--- src/ntew_pkg.sv ---
// Shared types, constants and the control-store program for the number speller.
// Depends on nothing; every other file in src imports it.
package ntew_pkg;

  localparam int VALUE_BITS = 64;
  localparam int GROUPS     = 7;
  localparam int BCD_DIGITS = 3 * GROUPS;
  localparam int BCD_W      = 4 * BCD_DIGITS;
  localparam int CNT_W      = $clog2(VALUE_BITS + 1);
  localparam int G_W        = $clog2(GROUPS);
  localparam int WORD_W     = 6;
  localparam int PC_W       = 4;

  localparam logic [WORD_W-1:0] CODE_NONE       = 6'd0;
  localparam logic [WORD_W-1:0] CODE_TEN        = 6'd10;
  localparam logic [WORD_W-1:0] CODE_TENS_BASE  = 6'd18;
  localparam logic [WORD_W-1:0] CODE_HUNDRED    = 6'd28;
  localparam logic [WORD_W-1:0] CODE_SCALE_BASE = 6'd28;

  // program addresses
  localparam logic [PC_W-1:0] STEP_LOAD   = 4'd0;
  localparam logic [PC_W-1:0] STEP_HUND   = 4'd1;
  localparam logic [PC_W-1:0] STEP_HWORD  = 4'd2;
  localparam logic [PC_W-1:0] STEP_TEEN   = 4'd3;
  localparam logic [PC_W-1:0] STEP_TENS   = 4'd4;
  localparam logic [PC_W-1:0] STEP_UNIT   = 4'd5;
  localparam logic [PC_W-1:0] STEP_SCALE  = 4'd6;
  localparam logic [PC_W-1:0] STEP_FINISH = 4'd7;
  localparam logic [PC_W-1:0] STEP_NEXT   = 4'd8;

  typedef enum logic [2:0] {
    COND_ALWAYS   = 3'd0,
    COND_GRP_ZERO = 3'd1,
    COND_H_NZ     = 3'd2,
    COND_TEEN     = 3'd3,
    COND_T_NZ     = 3'd4,
    COND_U_NZ     = 3'd5,
    COND_G_NZ     = 3'd6,
    COND_G_ZERO   = 3'd7
  } cond_t;

  typedef enum logic [1:0] {
    ACT_NONE   = 2'd0,
    ACT_EMIT   = 2'd1,
    ACT_DEC_G  = 2'd2,
    ACT_FINISH = 2'd3
  } act_t;

  typedef enum logic [2:0] {
    SRC_HDIGIT  = 3'd0,
    SRC_HUNDRED = 3'd1,
    SRC_TEEN    = 3'd2,
    SRC_TENS    = 3'd3,
    SRC_UNIT    = 3'd4,
    SRC_SCALE   = 3'd5
  } src_t;

  typedef struct packed {
    cond_t            cond;
    act_t             act;
    src_t             src;
    logic             jump;
    logic [PC_W-1:0]  target;
  } ctl_word_t;

  typedef struct packed {
    logic              valid;
    logic [WORD_W-1:0] code;
    logic              last;
  } push_t;

  // One control word per step. A step whose condition fails just advances.
  function automatic ctl_word_t ntew_rom(input logic [PC_W-1:0] pc);
    ctl_word_t cw;
    cw = '{COND_ALWAYS, ACT_NONE, SRC_HDIGIT, 1'b0, STEP_LOAD};
    case (pc)
      STEP_LOAD:   cw = '{COND_GRP_ZERO, ACT_NONE,   SRC_HDIGIT,  1'b1, STEP_FINISH};
      STEP_HUND:   cw = '{COND_H_NZ,     ACT_EMIT,   SRC_HDIGIT,  1'b0, STEP_LOAD};
      STEP_HWORD:  cw = '{COND_H_NZ,     ACT_EMIT,   SRC_HUNDRED, 1'b0, STEP_LOAD};
      STEP_TEEN:   cw = '{COND_TEEN,     ACT_EMIT,   SRC_TEEN,    1'b1, STEP_SCALE};
      STEP_TENS:   cw = '{COND_T_NZ,     ACT_EMIT,   SRC_TENS,    1'b0, STEP_LOAD};
      STEP_UNIT:   cw = '{COND_U_NZ,     ACT_EMIT,   SRC_UNIT,    1'b0, STEP_LOAD};
      STEP_SCALE:  cw = '{COND_G_NZ,     ACT_EMIT,   SRC_SCALE,   1'b0, STEP_LOAD};
      STEP_FINISH: cw = '{COND_G_ZERO,   ACT_FINISH, SRC_HDIGIT,  1'b0, STEP_LOAD};
      STEP_NEXT:   cw = '{COND_ALWAYS,   ACT_DEC_G,  SRC_HDIGIT,  1'b1, STEP_LOAD};
      default:     cw = '{COND_ALWAYS,   ACT_NONE,   SRC_HDIGIT,  1'b1, STEP_LOAD};
    endcase
    return cw;
  endfunction

endpackage

--- src/ntew_bcd.sv ---
// Shift-and-add-3 binary to BCD converter, one input bit per cycle.
// Depends on ntew_pkg.
module ntew_bcd
  import ntew_pkg::*;
(
  input  logic                  clk,
  input  logic                  rst_n,
  input  logic                  start,
  input  logic [VALUE_BITS-1:0] value,
  output logic                  done,
  output logic [BCD_W-1:0]      bcd
);

  logic [VALUE_BITS-1:0] sh_r, sh_nxt;
  logic [BCD_W-1:0]      bcd_r, bcd_nxt, adj;
  logic [CNT_W-1:0]      cnt_r, cnt_nxt;
  logic                  run_r, run_nxt;
  logic                  done_r, done_nxt;

  always_comb begin
    for (int i = 0; i < BCD_DIGITS; i++) begin
      adj[4*i +: 4] = (bcd_r[4*i +: 4] >= 4'd5) ? bcd_r[4*i +: 4] + 4'd3 : bcd_r[4*i +: 4];
    end
  end

  always_comb begin
    sh_nxt   = sh_r;
    bcd_nxt  = bcd_r;
    cnt_nxt  = cnt_r;
    run_nxt  = run_r;
    done_nxt = 1'b0;
    if (start) begin
      sh_nxt  = value;
      bcd_nxt = '0;
      cnt_nxt = CNT_W'(VALUE_BITS);
      run_nxt = 1'b1;
    end else if (run_r) begin
      // shift the next binary bit into the adjusted digits
      bcd_nxt = {adj[BCD_W-2:0], sh_r[VALUE_BITS-1]};
      sh_nxt  = {sh_r[VALUE_BITS-2:0], 1'b0};
      cnt_nxt = cnt_r - CNT_W'(1);
      if (cnt_r == CNT_W'(1)) begin
        run_nxt  = 1'b0;
        done_nxt = 1'b1;
      end
    end
  end

  always_ff @(posedge clk) begin
    if (!rst_n) begin
      run_r  <= 1'b0;
      done_r <= 1'b0;
      cnt_r  <= '0;
    end else begin
      run_r  <= run_nxt;
      done_r <= done_nxt;
      cnt_r  <= cnt_nxt;
    end
    sh_r  <= sh_nxt;
    bcd_r <= bcd_nxt;
  end

  assign done = done_r;
  assign bcd  = bcd_r;

endmodule

--- src/ntew_seq.sv ---
// Microcoded word sequencer: walks the three-digit groups top down and
// emits word codes through a one-word holding stage. Depends on ntew_pkg.
module ntew_seq
  import ntew_pkg::*;
(
  input  logic             clk,
  input  logic             rst_n,
  input  logic             start,
  input  logic [BCD_W-1:0] bcd,
  input  logic             out_free,
  output push_t            push,
  output logic             done
);

  logic              run_r, run_nxt;
  logic [PC_W-1:0]   pc_r, pc_nxt;
  logic [G_W-1:0]    g_r, g_nxt;
  logic [BCD_W-1:0]  dig_r, dig_nxt;
  logic              pend_valid_r, pend_valid_nxt;
  logic [WORD_W-1:0] pend_code_r, pend_code_nxt;

  ctl_word_t         cw;
  logic [3:0]        h, t, u;
  logic              cond_ok, blocked;
  logic [WORD_W-1:0] word;

  assign cw = ntew_rom(pc_r);
  assign h  = dig_r[BCD_W-1  -: 4];
  assign t  = dig_r[BCD_W-5  -: 4];
  assign u  = dig_r[BCD_W-9  -: 4];

  always_comb begin
    case (cw.cond)
      COND_ALWAYS:   cond_ok = 1'b1;
      COND_GRP_ZERO: cond_ok = (h == 4'd0) && (t == 4'd0) && (u == 4'd0);
      COND_H_NZ:     cond_ok = (h != 4'd0);
      COND_TEEN:     cond_ok = (t == 4'd1) && (u != 4'd0);
      COND_T_NZ:     cond_ok = (t != 4'd0);
      COND_U_NZ:     cond_ok = (u != 4'd0);
      COND_G_NZ:     cond_ok = (g_r != '0);
      COND_G_ZERO:   cond_ok = (g_r == '0);
      default:       cond_ok = 1'b0;
    endcase
  end

  always_comb begin
    case (cw.src)
      SRC_HDIGIT:  word = {2'b00, h};
      SRC_HUNDRED: word = CODE_HUNDRED;
      SRC_TEEN:    word = CODE_TEN + {2'b00, u};
      SRC_TENS:    word = (t == 4'd1) ? CODE_TEN : CODE_TENS_BASE + {2'b00, t};
      SRC_UNIT:    word = {2'b00, u};
      SRC_SCALE:   word = CODE_SCALE_BASE + WORD_W'(g_r);
      default:     word = CODE_NONE;
    endcase
  end

  // hold the step while the output register cannot take the released word
  assign blocked = run_r && cond_ok && !out_free &&
                   ((cw.act == ACT_EMIT && pend_valid_r) || cw.act == ACT_FINISH);

  always_comb begin
    push.valid = run_r && cond_ok && !blocked &&
                 ((cw.act == ACT_EMIT && pend_valid_r) || cw.act == ACT_FINISH);
    push.code  = pend_valid_r ? pend_code_r : CODE_NONE;
    push.last  = (cw.act == ACT_FINISH);
  end

  assign done = run_r && cond_ok && !blocked && (cw.act == ACT_FINISH);

  always_comb begin
    run_nxt        = run_r;
    pc_nxt         = pc_r;
    g_nxt          = g_r;
    dig_nxt        = dig_r;
    pend_valid_nxt = pend_valid_r;
    pend_code_nxt  = pend_code_r;
    if (start) begin
      run_nxt        = 1'b1;
      pc_nxt         = STEP_LOAD;
      g_nxt          = G_W'(GROUPS - 1);
      dig_nxt        = bcd;
      pend_valid_nxt = 1'b0;
    end else if (run_r && !blocked) begin
      if (cond_ok) begin
        case (cw.act)
          ACT_EMIT: begin
            pend_valid_nxt = 1'b1;
            pend_code_nxt  = word;
          end
          ACT_DEC_G: begin
            g_nxt   = g_r - G_W'(1);
            dig_nxt = {dig_r[BCD_W-13:0], 12'd0};
          end
          ACT_FINISH: begin
            run_nxt        = 1'b0;
            pend_valid_nxt = 1'b0;
          end
          default: ;
        endcase
      end
      pc_nxt = (cond_ok && cw.jump) ? cw.target : pc_r + PC_W'(1);
    end
  end

  always_ff @(posedge clk) begin
    if (!rst_n) begin
      run_r        <= 1'b0;
      pend_valid_r <= 1'b0;
      pc_r         <= STEP_LOAD;
      g_r          <= '0;
    end else begin
      run_r        <= run_nxt;
      pend_valid_r <= pend_valid_nxt;
      pc_r         <= pc_nxt;
      g_r          <= g_nxt;
    end
    dig_r       <= dig_nxt;
    pend_code_r <= pend_code_nxt;
  end

endmodule

--- src/number_to_english_words.sv ---
// Number speller top level: input handshake, converter, sequencer, output register.
// Depends on ntew_pkg, ntew_bcd and ntew_seq.
//
// Usage:
//   A request on the input channel carries one unsigned number (in_value; only
//   its low VALUE_BITS bits count). The block answers with its short-scale
//   English spelling as a run of word-code requests on the output channel,
//   the final one flagged by out_last_word. Zero gives one request, code none.
//   Processing: shift-and-add-3 conversion to decimal, a registered handoff,
//   then the control program steps through seven groups of three digits,
//   nine steps per group at most and eight for the lowest (at most 62
//   steps), holding its step while the output stalls. The binary-to-decimal
//   shifter and the single sequencer set how long each number takes.
//   One number is in flight at a time: in_stall is high from acceptance until
//   the final word has entered the output register. The output register is
//   separate, so a new number can be taken while the final word still waits.
//   Receiver stall: the sequencer holds its step, nothing is dropped.
//   Reset (rst_n low, synchronous) empties the output register and returns
//   the block to idle, ready for a request.
module number_to_english_words
  import ntew_pkg::*;
(
  input  logic              clk,
  input  logic              rst_n,
  input  logic              in_valid,
  output logic              in_stall,
  input  logic [63:0]       in_value,
  output logic              out_valid,
  input  logic              out_stall,
  output logic [WORD_W-1:0] out_word_code,
  output logic              out_last_word
);

  typedef enum logic [2:0] {
    ST_IDLE  = 3'b001,
    ST_CONV  = 3'b010,
    ST_SPELL = 3'b100
  } state_t;

  state_t state_r, state_nxt;

  logic              accept;
  logic              bcd_done;
  logic [BCD_W-1:0]  bcd;
  logic              out_free;
  logic              seq_done;
  push_t             push;

  logic              out_valid_r, out_valid_nxt;
  logic [WORD_W-1:0] out_code_r, out_code_nxt;
  logic              out_last_r, out_last_nxt;

  assign in_stall = (state_r != ST_IDLE);
  assign accept   = in_valid && !in_stall;

  // Output register frees when empty or when its word is taken this cycle.
  assign out_free = !out_valid_r || !out_stall;

  ntew_bcd u_bcd (
    .clk   (clk),
    .rst_n (rst_n),
    .start (accept),
    .value (in_value[VALUE_BITS-1:0]),
    .done  (bcd_done),
    .bcd   (bcd)
  );

  ntew_seq u_seq (
    .clk      (clk),
    .rst_n    (rst_n),
    .start    (bcd_done),
    .bcd      (bcd),
    .out_free (out_free),
    .push     (push),
    .done     (seq_done)
  );

  always_comb begin
    state_nxt = state_r;
    case (state_r)
      ST_IDLE:  if (accept)   state_nxt = ST_CONV;
      ST_CONV:  if (bcd_done) state_nxt = ST_SPELL;
      ST_SPELL: if (seq_done) state_nxt = ST_IDLE;
      default:                state_nxt = ST_IDLE;
    endcase
  end

  // Load a released word, otherwise drop the held one once it is taken.
  always_comb begin
    out_valid_nxt = out_valid_r;
    out_code_nxt  = out_code_r;
    out_last_nxt  = out_last_r;
    if (push.valid) begin
      out_valid_nxt = 1'b1;
      out_code_nxt  = push.code;
      out_last_nxt  = push.last;
    end else if (!out_stall) begin
      out_valid_nxt = 1'b0;
    end
  end

  always_ff @(posedge clk) begin
    if (!rst_n) begin
      state_r     <= ST_IDLE;
      out_valid_r <= 1'b0;
    end else begin
      state_r     <= state_nxt;
      out_valid_r <= out_valid_nxt;
    end
    out_code_r <= out_code_nxt;
    out_last_r <= out_last_nxt;
  end

  assign out_valid     = out_valid_r;
  assign out_word_code = out_code_r;
  assign out_last_word = out_last_r;

endmodule

--- config.mk ---
export PLATFORM = sky130hd
export DESIGN_NAME = number_to_english_words
export DESIGN_NICKNAME = d
export VERILOG_FILES = /design/src/ntew_pkg.sv /design/src/ntew_bcd.sv /design/src/ntew_seq.sv /design/src/number_to_english_words.sv
export SDC_FILE = /design/constraint.sdc
export NUM_CORES = 1
export LEC_CHECK = 0
export BUFFER_PORTS_ARGS = -buffer_cell sky130_fd_sc_hd__buf_4
export CAP_MARGIN = 5
export CORE_MARGIN = 2
export CORE_UTILIZATION = 25
export CTS_CLUSTER_SIZE = 24
export DETAILED_ROUTE_END_ITERATION = 8
export GPL_TIMING_DRIVEN = 0
export PLACE_DENSITY_LB_ADDON = 0.1
export SLEW_MARGIN = 20
export SYNTH_ARGS = -nofsm -noshare
export SYNTH_HDL_FRONTEND = slang
export SYNTH_HIERARCHICAL = 1
export SYNTH_SLANG_ARGS = --single-unit
--- constraint.sdc ---
create_clock -name clk -period 9 [get_ports clk]
set_input_delay 0.9 -clock clk [delete_from_list [all_inputs] [get_ports clk]]
set_output_delay 0.9 -clock clk [all_outputs]
set_load 0.01 [all_outputs]
==> results of run 1 <==
[cells in the final DEF (no fill, tap or decap), types with 35 or more instances in the layout]
master and n:
inv_1 88, mux2_2 135, a21oi_1 90, ha_1 54, o21ai_2 35, clkbuf_16 38, edfxtp_1 161, nand2_1 45
buf_4 84, o21ai_0 50, dfxtp_1 117
[routing by layer]
metal  track usage [%]  routed length (µm)  up-vias
met2              22.4               18600      173
li1                  -                   -     4770
met3              2.59                1450       63
met5                 0                   0        -
met4              4.22                1030        0
met1              18.7               18900     4770
[layout make-up]
| cell class | count | area (µm²) |
|---|---|---|
| sequential | 278 | 7180 |
| inverter | 92 | 348 |
| clock buffer | 51 | 1020 |
| multi-input combinational | 773 | 6190 |
| fill | 5598 | 38400 |
| tap | 748 | 936 |
| buffer | 54 | 272 |
| clock inverter | 16 | 264 |
| timing repair buffer | 78 | 626 |
[cells by family after synthesis]
family	Yosys count	synth area share, %
adder cells (fa/ha/maj)	54	4.84
AND/OR/NAND/NOR	251	10.4
multiplexers	146	11.7
AO/OA/AOI/OAI	311	16.6
flip-flops	278	51.4
XOR/XNOR	11	0.743
buffers and inverters	146	4.43
[registers in the layout, summed over array words and instances (netlist names)]
register	count
out_valid	1
out_word_code	6
out_last_word	1
u_seq/run_r	1
u_bcd/run_r	1
u_seq/pc_r	4
u_seq/pend_valid_r	1
u_seq/dig_r	84
u_seq/g_r	3
u_bcd/bcd	84
u_bcd/done	1
u_seq/cw	11
u_bcd/cnt_r	7
state_r	3
u_seq/pend_code_r	6
u_bcd/sh_r	64
[critical path, cell delays in order (launching register included)]
cell      delay (ps)
edfxtp_1         380
nor4_1           560
a211oi_1         230
a311oi_4         400
a21oi_1          160
o31ai_1          360
and2_1           290
inv_1            110
ha_1             350
o21bai_1         190
mux2i_1          180
[path summary, 6_finish.rpt]
check | to | cells after the start | slack (ps) | from
max | u_seq/cw[10] | 10 | 5700 | u_seq/dig_r[80]
min | u_bcd/bcd[83] | 2 | 490 | u_bcd/bcd[83]
max reg2reg | u_seq/cw[10] | 10 | 5700 | u_seq/dig_r[80]
min reg2reg | u_bcd/bcd[83] | 2 | 490 | u_bcd/bcd[83]
[where the power goes]
part	total (mW)	internal, mW	switching [mW]
clock network	1.57	0.993	0.574
logic	0.850	0.365	0.486
registers	1.77	1.55	0.217
total	4.18	2.91	1.28
==> results_dict.tcl, run 1 <==
set metrics [dict create \
    cts_buffer_depth 3 \
    rows 86 \
    post-route-drc-count 0 \
    grt_pass1_vias 9893 \
    numPortBuffers 76 \
    ys_top_cells_by_area "edfxtp_1, dfxtp_1, mux2_2" \
    synth.largest_area_cell "edfxtp_1" \
    grt_usage_pct 13.9 \
    whs_ps 491 \
    cts_resized 0 \
    antenna_left 0 \
    wl_mm 39.9 \
    p_leak_nw 5.78 \
    synth-edff-count 161 \
    antenna_found_initial 0 \
    final-max-slew-violation-count 0 \
    yosysWarnings 6 \
    synth_seq_cells 278 \
    vias_per_cell 4.68 \
    cp.required_ps 9470 \
    place_hpwl_mm 27.3 \
    syn-num-nets 1319 \
    async_reset_ff_share_pct 0 \
    yosysSeqAreaShare_pct 51.4 \
    cts_setup_buffers 0 \
    synth-main-ff-cell "edfxtp_1" \
    grt_overflow_total 0 \
    yosysMostFrequentCell "edfxtp_1" \
    power_mw 4.18 \
    hold_path.class "flop to flop" \
    drive_gt1_share_pct 28.9 \
    die_w_um 240 \
    end_kind "flop" \
    cts.sinks 278 \
    yosysUniqueCellTypes 81 \
    n_antenna_cell 0 \
    outcome "complete, no violations" \
    insertion_delay_ps 550 \
    root_buffer "clkbuf_16" \
    place_congestion 0.802 \
    cts_tree "yes" \
    grt_max_degree 50 \
    hold_viol 0 \
    synthTopCellsByCount "edfxtp_1, mux2_2, dfxtp_1, a21oi_1, inv_1" \
    dieArea_um2 57800 \
    place_ws_ps 5760 \
    place_area_um2 15500 \
    cp-start-kind "flop" \
    tightest_slew_ps 1020 \
    design_area_um2 16800 \
    synth_top_area_share_pct 34.6 \
    cts_hold_buf 0 \
    crit_type "flop to flop" \
    synth_cells 1197 \
    cts_buffers 37 \
    vias 9776 \
    tns_ps 0 \
    htreeDepth 2 \
    maxClockFrequency_ghz 0.303 \
    min_period_ps 3300 \
    final_util_pct 30.5 \
    synth.avg_cell_area_um2 11.7 \
    max_cap_violations 0 \
    fin_crit_sh_pct 36.6 \
    stdcell_count 2090 \
    p_per_area_nw_per_um2 249 \
    dr.pass1.iters 5 \
    setup_violations 0 \
    dp.cells 2023 \
    ir_drop_mv 0.108 \
    clk_pin_slew_ps 60 \
    worst_slack_ps 5700 \
    ios 77 \
    initial_core_util_pct 25.3 \
    dr.first_iter.drc_count 603 \
    fp.dieH_um 240 \
    crit_arrival_ps 3760 \
    grt_pass1_wl_mm 60.4 \
    wl_per_cell_um 19.1 \
    nets 1436 \
    syn_area_um2 14000 \
    finClkSkew_ps 26.4 \
    slew_headroom_pct 31.3 \
    syn_to_final_growth_pct 20.4 \
    core_area_um2 55200 \
    worstPathMaxFanout 6 \
    rsz0062_at_grt "false" \
]
No activity file was read; power rests on OpenSTA's default activity.
==> run 2: changes to the inputs <==
==> constraint.sdc (replaced) <==
create_clock -name clk -period 2.8 [get_ports clk]
set_input_delay 0.28 -clock clk [delete_from_list [all_inputs] [get_ports clk]]
set_output_delay 0.28 -clock clk [all_outputs]
set_load 0.01 [all_outputs]
==> run 2 against run 1 <==
Effect of this change: the flow now finishes with violations (setup timing); first-iteration DRC count fell by 8.0%; critical path depth rose by 1; global-route usage rose by 0.26 points; sequential power rose to 3.2 times the previous value; critical path type unchanged; highest routed layer unchanged.
==> results_dict.tcl, run 2 (synthesis gave the netlist of run 1 again) <==
set metrics [dict create \
    crit_path_frequent_cell "nor2_2" \
    worstPathMaxFanout 6 \
    nets 1473 \
    syn_to_final_growth_pct 21.9 \
    outcome "complete, but fails checks" \
    cp.required_ps 3260 \
    crit_type "flop to flop" \
    setup_violations 4 \
    p_leak_nw 5.88 \
    rows 86 \
    cts_buffer_depth 3 \
    grt_pass1_vias 9983 \
    final_common_cell "edfxtp_1" \
    crit_arrival_ps 3310 \
    dieArea_um2 57800 \
    end_kind "flop" \
    ios 77 \
    slowest_stage "edfxtp_1" \
    power_mw 12.8 \
    use_met1_pct 18.9 \
    cts_buffers 37 \
    grtUsageMet2_pct 23.0 \
    grt_overflow_total 0 \
    cts_tree "yes" \
    numPortBuffers 76 \
    slew_headroom_pct 39.6 \
    slowest_delay_ps 430 \
    grt_pass1_wl_mm 61.4 \
    root_buffer "clkbuf_16" \
    vias_per_cell 4.71 \
    place_hpwl_mm 27.3 \
    worst_slack_ps -46.5 \
    wl_mm 41.2 \
    max_cap_violations 0 \
    htreeDepth 2 \
    n_antenna_cell 0 \
    clk_pin_slew_ps 50 \
    wl_per_cell_um 19.4 \
    fin_crit_sh_pct 102 \
    maxClockFrequency_ghz 0.351 \
    cp-start-kind "flop" \
    fp.dieH_um 240 \
    final_cell_mix "edfxtp_1, mux2_2, dfxtp_1, buf_4, a21oi_1" \
    dr.pass1.iters 5 \
    place_congestion 0.795 \
    tightest_slew_ps 906 \
    rsz0062_at_grt "true" \
    cts.sinks 278 \
    dr.first_iter.drc_count 555 \
    cp_cell_sequence "buf_6 > nor4_4 > o22ai_2 > nor3b_4 > buf_4 > a21o_4 > nor2_2 > or3_4 > ha_4 > o21bai_4 > nor2_2" \
    violations "setup timing" \
    hold_viol 0 \
    p_per_area_nw_per_um2 749 \
    grt_max_degree 43 \
    ir_drop_mv 0.361 \
    vias 10000 \
    finClkSkew_ps 21.6 \
    post-route-drc-count 0 \
    die_w_um 240 \
    min_period_ps 2850 \
    groute.layer.met3.usage_pct 2.79 \
    busiest_layer "met2" \
    hold_path.class "input pin to flop" \
    final-max-slew-violation-count 0 \
    fillers 5621 \
    antenna_left 0 \
    initial_core_util_pct 25.3 \
    core_area_um2 55200 \
    whs_ps 37.4 \
    antenna_found_initial 0 \
    grt_usage_pct 14.1 \
    drive_gt1_share_pct 30.4 \
    insertion_delay_ps 550 \
]
-- run 2: routing by layer --
metal	routed length (µm)	up-vias
met5	0	-
met4	930	0
met3	1600	66
met2	19200	181
met1	19500	4901
li1	-	4858
-- run 2: worst paths after layout --
check	from	endpoint	slack (ps)	cells after the start
worst max register to register	u_seq/dig_r[79]	u_seq/cw[2]	-50	11
worst min-delay path	in_value[37]	u_bcd/sh_r[37]	40	2
worst min register to register	u_bcd/sh_r[63]	u_bcd/bcd[0]	490	2
worst max-delay path	u_seq/dig_r[79]	u_seq/cw[2]	-50	11
-- run 2: layout make-up --
cell class	count	area, µm²	share of cell area (%)
plain buffers	54	272	1.59
clock buffers	53	1010	5.90
clock inverters	13	67.6	0.397
inverters	92	348	2.04
multi-input cells	775	6330	37.1
flip-flops and latches	278	7180	42.1
well taps	748	936	5.49
repair buffers	113	902	5.29
-- run 2: power by group --
| part | switching (mW) | total (mW) | leakage, nW | internal, mW |
|---|---|---|---|---|
| Sequential | 0.709 | 5.69 | 2.48 | 4.98 |
| Combinational | 1.59 | 2.79 | 2.88 | 1.20 |
| Clock | 1.80 | 4.30 | 0.521 | 2.49 |
-- run 2: critical path: cells and delay by family, from the launching register on --
kind            cells  cell delay (ps)
simple gates        5             1260
fa+ha+maj           1              260
flops               1              430
compound gates      3              500
buf+inv             2              310
-- run 2: metrics by stage --
| step | cell area [µm²] | utilization [%] | worst slack (ps) | TNS (ps) | std cells |
|---|---|---|---|---|---|
| final | 17000 | 30.9 | -46.5 | -109 | 2126 |
| after global routing | 17000 | 30.9 | -160 | -4300 | 2126 |
| after CTS | 16900 | 30.6 | 4.84 | 0 | 2114 |
| after detailed placement | 15500 | 28.1 | -436 | -18730 | 2022 |
| after global placement | 15500 | 28.1 | -555 | -81120 | 2021 |
| after floorplan | 14000 | - | 83.2 | 0 | 1197 |
-- run 2: repair_timing --
item | CTS | global route
gates cloned | 1 | 1
endpoints found under the setup margin | 106 | 11
resized for setup | 17 | 8
buffers inserted | 11 | 10
pin swaps | 7 | 9
endpoints found under the hold margin | 14 | 1
hold buffers | 14 | 1
